**src/sv/ccpe_pkg.sv**
```systemverilog
// ---------------------------------------------------------------------------
// ccpe_pkg: shared types and codes for the center crop / palette expand block
// Holds the input and result word layouts, register indexes, format and
// action codes, and the per-axis mapping result passed between modules.
// ---------------------------------------------------------------------------
package ccpe_pkg;

    // Width of each size register and of the configuration data bus.
    localparam int CFG_W = 13;
    // Width of the configuration register index.
    localparam int CFG_IDX_W = 3;
    // Width of an emitted coordinate.
    localparam int COORD_W = 12;
    // Width of one color channel and of a palette index.
    localparam int CHAN_W = 8;

    // Configuration register indexes.
    localparam logic [CFG_IDX_W-1:0] CFG_SOURCE_WIDTH  = 3'd0;
    localparam logic [CFG_IDX_W-1:0] CFG_SOURCE_HEIGHT = 3'd1;
    localparam logic [CFG_IDX_W-1:0] CFG_TARGET_WIDTH  = 3'd2;
    localparam logic [CFG_IDX_W-1:0] CFG_TARGET_HEIGHT = 3'd3;
    localparam logic [CFG_IDX_W-1:0] CFG_CENTER_ENABLE = 3'd4;
    localparam logic [CFG_IDX_W-1:0] CFG_SOURCE_FORMAT = 3'd5;
    localparam logic [CFG_IDX_W-1:0] CFG_TARGET_FORMAT = 3'd6;

    // Image encodings.
    localparam logic FMT_INDEXED = 1'b0;
    localparam logic FMT_DIRECT  = 1'b1;

    // Input word actions.
    localparam logic ACT_PALETTE_WRITE = 1'b0;
    localparam logic ACT_PIXEL         = 1'b1;

    typedef struct packed {
        logic              action;
        logic [CHAN_W-1:0] palette_slot;
        logic [CHAN_W-1:0] pixel_index;
        logic [CHAN_W-1:0] in_red;
        logic [CHAN_W-1:0] in_green;
        logic [CHAN_W-1:0] in_blue;
    } in_word_t;

    typedef struct packed {
        logic [COORD_W-1:0] out_x;
        logic [COORD_W-1:0] out_y;
        logic [CHAN_W-1:0]  out_index;
        logic [CHAN_W-1:0]  out_red;
        logic [CHAN_W-1:0]  out_green;
        logic [CHAN_W-1:0]  out_blue;
        logic               frame_last;
        logic               format_error;
    } out_word_t;

    // What one axis mapper reports for the current source position.
    typedef struct packed {
        logic               hit;    // position lies inside the kept window
        logic               last;   // position is the last kept one
        logic               wrap;   // counter wraps after this position
        logic [COORD_W-1:0] coord;  // destination coordinate
    } axis_map_t;

endpackage

```
**src/sv/ccpe_axis_map.sv**
```systemverilog
// ---------------------------------------------------------------------------
// ccpe_axis_map: crop / placement mapping for one image axis
// Clamps the source and destination sizes, derives the kept window and its
// destination offset, and classifies the current source position.
// ---------------------------------------------------------------------------
module ccpe_axis_map #(
    parameter int MAX_DIM = 4096
) (
    input  logic [ccpe_pkg::CFG_W-1:0]        src_size,
    input  logic [ccpe_pkg::CFG_W-1:0]        dst_size,
    input  logic                              center,
    input  logic [$clog2(MAX_DIM)-1:0]        count,
    output ccpe_pkg::axis_map_t               map
);

    localparam int CNT_W = $clog2(MAX_DIM);
    localparam int CMP_W = ((CNT_W > ccpe_pkg::CFG_W) ? CNT_W : ccpe_pkg::CFG_W) + 1;

    // A size of zero acts as one, a size above the maximum acts as the maximum.
    function automatic logic [CMP_W-1:0] clamp_dim(input logic [ccpe_pkg::CFG_W-1:0] v);
        logic [CMP_W-1:0] ext;
        begin
            ext = CMP_W'(v);
            if (ext == '0)
                return CMP_W'(1);
            if (32'(ext) > MAX_DIM)
                return CMP_W'(MAX_DIM);
            return ext;
        end
    endfunction

    logic [CMP_W-1:0] s_len;
    logic [CMP_W-1:0] t_len;
    logic             crop;
    logic [CMP_W-1:0] offset;
    logic [CMP_W-1:0] win_start;
    logic [CMP_W-1:0] win_end;
    logic [CMP_W-1:0] dst_start;
    logic [CMP_W-1:0] cnt_ext;
    logic [CMP_W-1:0] coord_full;

    always_comb
    begin
        s_len      = clamp_dim(src_size);
        t_len      = clamp_dim(dst_size);
        crop       = s_len > t_len;
        offset     = center ? ((crop ? (s_len - t_len) : (t_len - s_len)) >> 1) : '0;
        win_start  = crop ? offset : '0;
        win_end    = win_start + (crop ? t_len : s_len);
        dst_start  = crop ? '0 : offset;
        cnt_ext    = CMP_W'(count);
        coord_full = cnt_ext - win_start + dst_start;

        map.hit   = (cnt_ext >= win_start) && (cnt_ext < win_end);
        map.last  = cnt_ext == (win_end - CMP_W'(1));
        map.wrap  = (cnt_ext + CMP_W'(1)) >= s_len;
        map.coord = coord_full[ccpe_pkg::COORD_W-1:0];
    end

endmodule

```
**config.mk**
```make
export PLATFORM = sky130hd
export DESIGN_NAME = ccpe_axis_map
export DESIGN_NICKNAME = d
export VERILOG_FILES = /design/src/sv/ccpe_pkg.sv /design/src/sv/ccpe_axis_map.sv
export SDC_FILE = /design/constraint.sdc
export NUM_CORES = 1
export LEC_CHECK = 0
export ABC_AREA = 1
export ABC_CLOCK_PERIOD_IN_PS = 7900
export BUFFER_PORTS_ARGS = -buffer_cell sky130_fd_sc_hd__buf_2
export CAP_MARGIN = 20
export CORE_MARGIN = 2
export CORE_UTILIZATION = 63
export DETAILED_ROUTE_END_ITERATION = 16
export GPL_ROUTABILITY_DRIVEN = 0
export PLACE_DENSITY = 0.91
export SLEW_MARGIN = 30
export SYNTH_ARGS = -nofsm -noshare
export SYNTH_HDL_FRONTEND = slang
export SYNTH_SLANG_ARGS = --single-unit
```
**constraint.sdc**
```tcl
create_clock -name vclk -period 7.9
set_input_delay 0.79 -clock vclk [all_inputs]
set_output_delay 0.79 -clock vclk [all_outputs]
set_load 0.005 [all_outputs]
```
==> results_tabular.tex, run 1 <==
\begin{tabular}{lr}
\hline
Metric & Value \\
\hline
\multicolumn{2}{l}{\textbf{Outcome}} \\
Run status & complete, no violations \\
\multicolumn{2}{l}{\textbf{Drt}} \\
DRT antenna net count & 0 \\
Remaining DRCs & 0 \\
Via count & 5,763 \\
Post-DR wirelength/cell & 14.0 microns \\
Vias per std cell & 5.73 \\
Total wirelength of the detailed-routed design & 14.1 mm \\
Total iterations of the first detailed-routing run & 5 \\
First-iteration detailed-routing DRC count & 446 \\
\multicolumn{2}{l}{\textbf{Final layout}} \\
Leading cell types in the layout, fill and taps excluded & nand2\_1 (213), inv\_1 (143), ha\_1 (88), nand3\_1 (72), nor2\_1 (59) \\
Final non-filler cell area & 5320 sq um \\
Layout cell share with drive strength beyond 1 & 11.7\% \\
Final \#Nets & 1,036 \\
Total inserted antenna cells & 0 \\
Non-filler instance count after layout & 1,005 \\
Post-layout utilization of the core & 68.9\% \\
Storage cell area & 0 sq um \\
Area growth from synthesis to layout & 6.32\% \\
Commonest non-fill, non-tap cell in the layout & nand2\_1 \\
FF+latch count & 0 \\
Count of clock buffers in the final design & 0 \\
\multicolumn{2}{l}{\textbf{Placed design}} \\
Detailed placer's ending HPWL & 12.3 mm \\
Quantity of I/O buffers inserted on ports & 54 \\
Cells after DPL & 1,005 \\
Post-placement cell area & 5320 sq um \\
Worst slack at placement & 0.729 ns \\
\multicolumn{2}{l}{\textbf{Synthesis}} \\
Number of library cell types mapped by synthesis & 46 \\
Sequential fraction of the synthesis area & 0\% \\
Cell count after synthesis & 861 \\
Post-synth net total & 992 \\
Mean instance size in the synthesized netlist & 5.81 sq um \\
Syn. warnings & 0 \\
Summed instance area of the synthesized netlist & 5010 sq um \\
\multicolumn{2}{l}{\textbf{Floorplanning}} \\
Die Width & 93.1 microns \\
Overall die area & 8680 sq um \\
I/O pin cnt & 54 \\
Number of rows created at floorplan & 32 \\
Initial Utilization & 64.8\% \\
Total core area & 7730 sq um \\
Die Y & 93.1 microns \\
\multicolumn{2}{l}{\textbf{Global routing}} \\
Overall Global Routing Usage & 32.8\% \\
Wire length of the first global-routing pass & 23.2 mm \\
GRT Residual Overflow & 0 \\
Via count of the first global-routing pass & 5,129 \\
Maximum number of pins on one net before global-route repair & 35 \\
Initial antenna violation count & 0 \\
\multicolumn{2}{l}{\textbf{Critical path}} \\
Standard cell with the maximum stage delay on the critical path & ha\_1 \\
Startpoint type of the worst setup path & input port \\
Worst Path Class, Setup & input port to output pin \\
Critical Path Sink Type & output pin \\
Worst path depth & 32 \\
Maximum fanout encountered on the critical timing path & 19 \\
CP Data Required Time & 7.11 ns \\
Critical path's top delay family & simple AND/OR/NAND/NOR gates \\
Crit path largest cell delay & 0.46 ns \\
Buffers \& Inverters on Critical Path & 9 \\
Data arrival time at the worst-slack endpoint & 6.42 ns \\
\multicolumn{2}{l}{\textbf{STA}} \\
Fin. max-slew vios & 0 \\
Max-slew headroom at the worst pin & 56.9\% \\
Unrepaired setup endpoints after global routing & false \\
Part of the cycle the worst path needs & 91.3\% \\
Final hold violation count & 0 \\
Count of endpoints failing setup in the final report & 0 \\
Sum Neg Setup Slack & 0 ns \\
Transition time at the pin with the least slew margin & 0.640 ns \\
Final Worst Setup Slack & 0.686 ns \\
Time the worst path needs with I/O delays and setup & 7.21 ns \\
Max Clock Freq & 0.139 GHz \\
\multicolumn{2}{l}{\textbf{Power}} \\
Cell leakage power & 3.14 nW \\
Power density over the cells & 142 nW/um\^{}2 \\
Max VDD drop & 0.0761 mV \\
\multicolumn{2}{l}{\textbf{Clock tree}} \\
Setup Buffers After CTS & 0 \\
Number of instances resized during post-cts repair & 0 \\
Number of hold-repair buffers added at the cts stage & 0 \\
\multicolumn{2}{l}{\textbf{Flow run}} \\
Max Cap Viol & 0 \\
\multicolumn{2}{l}{\textbf{Worst hold path}} \\
Worst hold path type & input port to output pin \\
Worst hold path stage count & 3 \\
\hline
\end{tabular}
cells in the mapped netlist (all sizes together):
cell type | count | share of area [%]
a211oi | 3 | 0.45
a21boi | 1 | 0.15
a21o | 5 | 0.75
a21oi | 46 | 4.7
a221oi | 2 | 0.35
a31oi | 2 | 0.25
and2 | 1 | 0.13
and3 | 2 | 0.25
buf | 12 | 1.9
clkbuf | 3 | 0.22
fa | 4 | 1.6
ha | 88 | 22
inv | 147 | 11
nand2 | 231 | 18
nand3 | 80 | 8.9
nand3b | 2 | 0.30
nand4 | 29 | 3.9
nor2 | 71 | 6.2
nor3 | 10 | 1.1
nor4 | 8 | 1.0
o211a | 2 | 0.40
o211ai | 2 | 0.30
o21a | 1 | 0.15
o21ai | 48 | 4.9
o21bai | 3 | 0.45
o221ai | 1 | 0.17
o22ai | 1 | 0.13
o311ai | 1 | 0.17
or2 | 1 | 0.13
xnor2 | 15 | 2.8
xor2 | 39 | 6.8
kinds of logic after synthesis:
| family | count (synthesis) | share of synthesized area [%] |
|---|---|---|
| compound gates | 118 | 13.3 |
| fa+ha+maj | 92 | 23.6 |
| buf+inv | 162 | 13.2 |
| xor+xnor | 54 | 9.60 |
| simple gates | 435 | 40.3 |
path summary, 6_finish.rpt:
check,startpoint,endpoint,slack [ns]
worst max-delay path,dst_size[4],map[11],0.69
worst min-delay path,count[0],map[0],2.02
per-stage QoR:
stage          power (mW)  hold slack [ns]
3_3_place_gp        0.731             2.00
3_5_place_dp        0.745             2.00
6_report            0.756             2.02
4_1_cts             0.749             2.00
2_1_floorplan       0.565             1.70
5_1_grt             0.851             2.03
per-layer routing:
layer / vias up / share of wire, % / track usage (%)
li1: 2912 / - / -
met2: 288 / 43 / 53.6
met3: 55 / 8.4 / 2.26
met1: 2508 / 43 / 43.5
met4: 0 / 5.7 / 16.1
met5: - / 0 / 0
power breakdown:
group,switching [mW],internal [mW]
Sequential,0,0
Clock,0,0
Combinational,0.461,0.294
Total,0.461,0.294
area by class of cell:
| cell class | instances | area, sq um |
|---|---|---|
| Fill cell | 733 | 2400 |
| Timing Repair Buffer | 57 | 293 |
| Multi-Input combinational cell | 699 | 4350 |
| Tap cell | 102 | 128 |
| Inverter | 147 | 552 |
Power figures use the tool's default switching activity.
==> run 2: changes to the inputs <==
--- a/config.mk
+++ b/config.mk
@@ -13,7 +13,7 @@
 export CORE_UTILIZATION = 63
 export DETAILED_ROUTE_END_ITERATION = 16
 export GPL_ROUTABILITY_DRIVEN = 0
-export PLACE_DENSITY = 0.91
+export PLACE_DENSITY = 0.85
 export SLEW_MARGIN = 30
 export SYNTH_ARGS = -nofsm -noshare
 export SYNTH_HDL_FRONTEND = slang
==> results_tabular.tex, run 2 (synthesis gave the netlist of run 1 again) <==
\begin{tabular}{lr}
\hline
Metric & Value \\
\hline
\multicolumn{2}{l}{\textbf{Critical path}} \\
Worst Path Class, Setup & input port to output pin \\
End point of the critical path & map[14] \\
CP Data Required Time & 7.11 ns \\
Maximum fanout encountered on the critical timing path & 56 \\
Startpoint type of the worst setup path & input port \\
Critical Path Sink Type & output pin \\
Worst setup startpoint & dst\_size[0] \\
Data arrival time at the worst-slack endpoint & 6.47 ns \\
Crit path largest cell delay & 0.46 ns \\
Standard cell with the maximum stage delay on the critical path & ha\_1 \\
Critical path's most frequent cell & nand2\_1 \\
\multicolumn{2}{l}{\textbf{Global routing}} \\
Met2 layer usage reported by global route & 59.5\% \\
Maximum number of pins on one net before global-route repair & 57 \\
Initial antenna violation count & 0 \\
GRT Residual Overflow & 0 \\
Global Route met3 Usage & 1.61\% \\
GRT Max-Usage Layer & met2 \\
GRT met1 Usage & 43.5\% \\
Overall Global Routing Usage & 34.3\% \\
Via count of the first global-routing pass & 5,541 \\
Wire length of the first global-routing pass & 24.6 mm \\
\multicolumn{2}{l}{\textbf{Final layout}} \\
Area growth from synthesis to layout & 6.12\% \\
Final \#Nets & 1,034 \\
Total inserted antenna cells & 0 \\
Leading cell types in the layout, fill and taps excluded & nand2\_1 (213), inv\_1 (143), ha\_1 (88), nand3\_1 (72), nor2\_1 (59) \\
Commonest non-fill, non-tap cell in the layout & nand2\_1 \\
FF+latch count & 0 \\
Storage cell area & 0 sq um \\
Layout cell share with drive strength beyond 1 & 11.7\% \\
Count of clock buffers in the final design & 0 \\
\multicolumn{2}{l}{\textbf{Floorplanning}} \\
Die Width & 93.1 microns \\
Die Y & 93.1 microns \\
Total core area & 7730 sq um \\
Overall die area & 8680 sq um \\
I/O pin cnt & 54 \\
Number of rows created at floorplan & 32 \\
Initial Utilization & 64.8\% \\
\multicolumn{2}{l}{\textbf{Placed design}} \\
Quantity of I/O buffers inserted on ports & 54 \\
Worst slack at placement & 0.549 ns \\
Detailed placer's ending HPWL & 12.8 mm \\
\multicolumn{2}{l}{\textbf{STA}} \\
Fin. max-slew vios & 0 \\
Count of endpoints failing setup in the final report & 0 \\
Time the worst path needs with I/O delays and setup & 7.26 ns \\
Max-slew headroom at the worst pin & 67.1\% \\
Part of the cycle the worst path needs & 91.9\% \\
Sum Neg Setup Slack & 0 ns \\
Final hold violation count & 0 \\
Min Hold Slack & 2.01 ns \\
Max Clock Freq & 0.138 GHz \\
Final Worst Setup Slack & 0.638 ns \\
Unrepaired setup endpoints after global routing & false \\
Transition time at the pin with the least slew margin & 0.489 ns \\
\multicolumn{2}{l}{\textbf{Drt}} \\
Remaining DRCs & 0 \\
Via count & 5,919 \\
Vias per std cell & 5.90 \\
First-iteration detailed-routing DRC count & 505 \\
Total iterations of the first detailed-routing run & 5 \\
DRT antenna net count & 0 \\
Total wirelength of the detailed-routed design & 14.8 mm \\
Post-DR wirelength/cell & 14.8 microns \\
\multicolumn{2}{l}{\textbf{Outcome}} \\
Run status & complete, no violations \\
\multicolumn{2}{l}{\textbf{Power}} \\
Switching power total & 469 uW \\
Cell leakage power & 3.13 nW \\
Cell-internal power & 294 uW \\
Power density over the cells & 144 nW/um\^{}2 \\
Max VDD drop & 0.0803 mV \\
Sequential power share & 0\% \\
Switching fraction of total power & 61.5\% \\
Logic pwr share & 100.0\% \\
Fraction of power consumed by the clock network & 0\% \\
\multicolumn{2}{l}{\textbf{Flow run}} \\
Max Cap Viol & 0 \\
\multicolumn{2}{l}{\textbf{Worst hold path}} \\
Worst hold path type & input port to output pin \\
\hline
\end{tabular}
-- run 2: critical path: cells and delay by family --
| kind | cells | cell delay [ns] |
|---|---|---|
| fa+ha+maj | 4 | 1.49 |
| compound gates | 4 | 0.96 |
| simple gates | 19 | 2.36 |
| buf+inv | 6 | 0.85 |
-- run 2: power groups by stage --
stage	combinational (mW)	sequential, mW	clock (mW)
floorplan	0.565	0	0
global placement	0.725	0	0
detailed placement	0.750	0	0
CTS	0.753	0	0
global route	0.857	0	0
finish	0.763	0	0
-- run 2: layout make-up --
| class | instances | area [sq um] |
|---|---|---|
| well taps | 102 | 128 |
| fillers | 718 | 2410 |
| repair buffers | 55 | 284 |
| inverters | 147 | 552 |
| multi-input cells | 699 | 4350 |
-- run 2: what timing repair did --
item	in CTS	in global routing
setup buffers	0	0
setup endpoints to repair	0	2
gates resized for setup	0	3
hold buffers	0	0
-- run 2: through the flow --
stage               utilization, %  total power, mW  cell area [sq um]  cells
floorplan                        -            0.565               5010    861
global placement              68.6            0.725               5300   1003
detailed placement            68.6            0.750               5300   1003
CTS                           68.6            0.753               5300   1003
global route                  68.8            0.857               5310   1003
finish                        68.8            0.763               5310   1003
-- run 2: how the worst min path moves through the flow --
stage | from | end | slack [ns] | cells after the start
final | count[0] | map[0] | 2.01 | 3
after floorplan | count[0] | map[0] | 1.70 | 1
after global routing | count[0] | map[0] | 2.03 | 3
after global placement | count[0] | map[0] | 2.00 | 3
after CTS | count[0] | map[0] | 2.01 | 3
after detailed placement | count[0] | map[0] | 2.00 | 3
-- run 2: layer usage --
layer  vias up  wire length, microns
met4         0                   878
met1      2646                  6020
met3        62                  1220
met2       306                  6680
met5         -                     0
li1       2905                     -
==> run 3: changes to the inputs <==
--- a/config.mk
+++ b/config.mk
@@ -6,14 +6,13 @@
 export NUM_CORES = 1
 export LEC_CHECK = 0
 export ABC_AREA = 1
-export ABC_CLOCK_PERIOD_IN_PS = 7900
 export BUFFER_PORTS_ARGS = -buffer_cell sky130_fd_sc_hd__buf_2
 export CAP_MARGIN = 20
 export CORE_MARGIN = 2
 export CORE_UTILIZATION = 63
 export DETAILED_ROUTE_END_ITERATION = 16
 export GPL_ROUTABILITY_DRIVEN = 0
-export PLACE_DENSITY = 0.85
+export PLACE_DENSITY = 0.82
 export SLEW_MARGIN = 30
 export SYNTH_ARGS = -nofsm -noshare
 export SYNTH_HDL_FRONTEND = slang
==> results_tabular.tex, run 3 (synthesis gave the netlist of run 1 again) <==
\begin{tabular}{lr}
\hline
Metric & Value \\
\hline
\multicolumn{2}{l}{\textbf{STA}} \\
Fin. max-slew vios & 0 \\
Part of the cycle the worst path needs & 93.0\% \\
Transition time at the pin with the least slew margin & 0.607 ns \\
Sum Neg Setup Slack & 0 ns \\
Count of endpoints failing setup in the final report & 0 \\
Time the worst path needs with I/O delays and setup & 7.35 ns \\
Max Clock Freq & 0.136 GHz \\
Final hold violation count & 0 \\
Max-slew headroom at the worst pin & 59.1\% \\
Unrepaired setup endpoints after global routing & false \\
\multicolumn{2}{l}{\textbf{Critical path}} \\
Critical path's top delay family & simple AND/OR/NAND/NOR gates \\
Startpoint type of the worst setup path & input port \\
CP Data Required Time & 7.11 ns \\
Maximum fanout encountered on the critical timing path & 25 \\
Critical path's most frequent cell & nand2\_1 \\
Buffers \& Inverters on Critical Path & 6 \\
Crit path largest cell delay & 0.31 ns \\
Standard cell with the maximum stage delay on the critical path & fa\_2 \\
Critical Path Sink Type & output pin \\
Data arrival time at the worst-slack endpoint & 6.56 ns \\
Worst Path Class, Setup & input port to output pin \\
\multicolumn{2}{l}{\textbf{Floorplanning}} \\
Die Y & 93.1 microns \\
Overall die area & 8680 sq um \\
Initial Utilization & 64.8\% \\
Number of rows created at floorplan & 32 \\
I/O pin cnt & 54 \\
Die Width & 93.1 microns \\
Total core area & 7730 sq um \\
\multicolumn{2}{l}{\textbf{Power}} \\
Max VDD drop & 0.0859 mV \\
Cell-internal power & 295 uW \\
Logic pwr share & 100.0\% \\
Fraction of power consumed by the clock network & 0\% \\
Power density over the cells & 143 nW/um\^{}2 \\
Sequential power share & 0\% \\
Switching fraction of total power & 61.4\% \\
Cell leakage power & 3.13 nW \\
Switching power total & 469 uW \\
\multicolumn{2}{l}{\textbf{Global routing}} \\
Met2 layer usage reported by global route & 59.9\% \\
GRT met1 Usage & 42.5\% \\
Initial antenna violation count & 0 \\
Via count of the first global-routing pass & 5,309 \\
GRT Residual Overflow & 0 \\
Global Route met3 Usage & 2.58\% \\
Wire length of the first global-routing pass & 24.0 mm \\
Overall Global Routing Usage & 34.0\% \\
Maximum number of pins on one net before global-route repair & 26 \\
GRT Max-Usage Layer & met2 \\
\multicolumn{2}{l}{\textbf{Drt}} \\
First-iteration detailed-routing DRC count & 445 \\
Via count & 5,790 \\
DRT antenna net count & 0 \\
Total wirelength of the detailed-routed design & 14.9 mm \\
Vias per std cell & 5.76 \\
Post-DR wirelength/cell & 14.8 microns \\
Total iterations of the first detailed-routing run & 5 \\
Remaining DRCs & 0 \\
\multicolumn{2}{l}{\textbf{Placed design}} \\
Detailed placer's ending HPWL & 13.0 mm \\
Quantity of I/O buffers inserted on ports & 54 \\
Post-placement cell area & 5320 sq um \\
\multicolumn{2}{l}{\textbf{Final layout}} \\
Count of clock buffers in the final design & 0 \\
Storage cell area & 0 sq um \\
Final non-filler cell area & 5330 sq um \\
Final \#Nets & 1,036 \\
Commonest non-fill, non-tap cell in the layout & nand2\_1 \\
Total inserted antenna cells & 0 \\
Number of inserted filler cells in the final layout & 722 \\
Post-layout utilization of the core & 69.0\% \\
Layout cell share with drive strength beyond 1 & 12.1\% \\
Area growth from synthesis to layout & 6.50\% \\
FF+latch count & 0 \\
Leading cell types in the layout, fill and taps excluded & nand2\_1 (212), inv\_1 (143), ha\_1 (88), nand3\_1 (72), nor2\_1 (59) \\
\multicolumn{2}{l}{\textbf{Clock tree}} \\
Setup Buffers After CTS & 0 \\
\multicolumn{2}{l}{\textbf{Worst hold path}} \\
Destination of the worst hold path & map[0] \\
Worst hold path stage count & 3 \\
Launch point of the worst hold path & count[0] \\
Worst hold path type & input port to output pin \\
\multicolumn{2}{l}{\textbf{Outcome}} \\
Run status & complete, no violations \\
\multicolumn{2}{l}{\textbf{Flow run}} \\
Max Cap Viol & 0 \\
\hline
\end{tabular}
-- run 3: changes by cell type in the layout (fill, tap and decap cells not counted) --
cell | before | now
clkbuf_8 | 1 | 0
buf_4 | 0 | 3
fa_1 | 4 | 3
nand2_4 | 1 | 2
nand2_1 | 213 | 212
fa_2 | 0 | 1
-- run 3: layout make-up --
| cell class | instances | area (sq um) | share of cell area [%] |
|---|---|---|---|
| Timing Repair Buffer | 57 | 293 | 5.49 |
| Tap cell | 102 | 128 | 2.39 |
| Multi-Input combinational cell | 699 | 4360 | 81.8 |
| Inverter | 147 | 552 | 10.3 |
-- run 3: routing by layer --
layer  up-vias  part of all wire [%]
met4         0                   4.8
met5         -                     0
met2       272                    46
met1      2557                    42
met3        49                   7.4
li1       2912                     -
-- run 3: worst max path at each step --
stage	endpoint	depth (start not counted)	startpoint	slack, ns
finish	map[14]	38	src_size[3]	0.55
global placement	map[14]	39	dst_size[8]	0.51
global route	map[14]	39	dst_size[4]	0.08
CTS	map[14]	39	dst_size[0]	0.37
floorplan	map[11]	30	src_size[7]	1.81
detailed placement	map[14]	39	dst_size[0]	0.39
-- run 3: stage by stage --
stage / std cells / hold slack (ns) / total power [mW] / setup slack, ns
2_1_floorplan: 861 / 1.70 / 0.565 / 1.81
3_5_place_dp: 1005 / 2.01 / 0.749 / 0.385
5_1_grt: 1005 / 2.04 / 0.859 / 0.0824
3_3_place_gp: 1005 / 2.01 / 0.729 / 0.514
6_report: 1005 / 2.02 / 0.764 / 0.550
4_1_cts: 1005 / 2.02 / 0.753 / 0.370
-- run 3: power by group through the flow --
stage,Sequential (mW),Combinational (mW),Clock (mW)
2_1_floorplan,0,0.565,0
3_3_place_gp,0,0.729,0
3_5_place_dp,0,0.749,0
4_1_cts,0,0.753,0
5_1_grt,0,0.859,0
6_report,0,0.764,0
-- run 3: what timing repair did --
item | in CTS | in global routing
setup endpoints to repair | 0 | 2
gates resized for setup | 0 | 4
hold buffers | 0 | 0
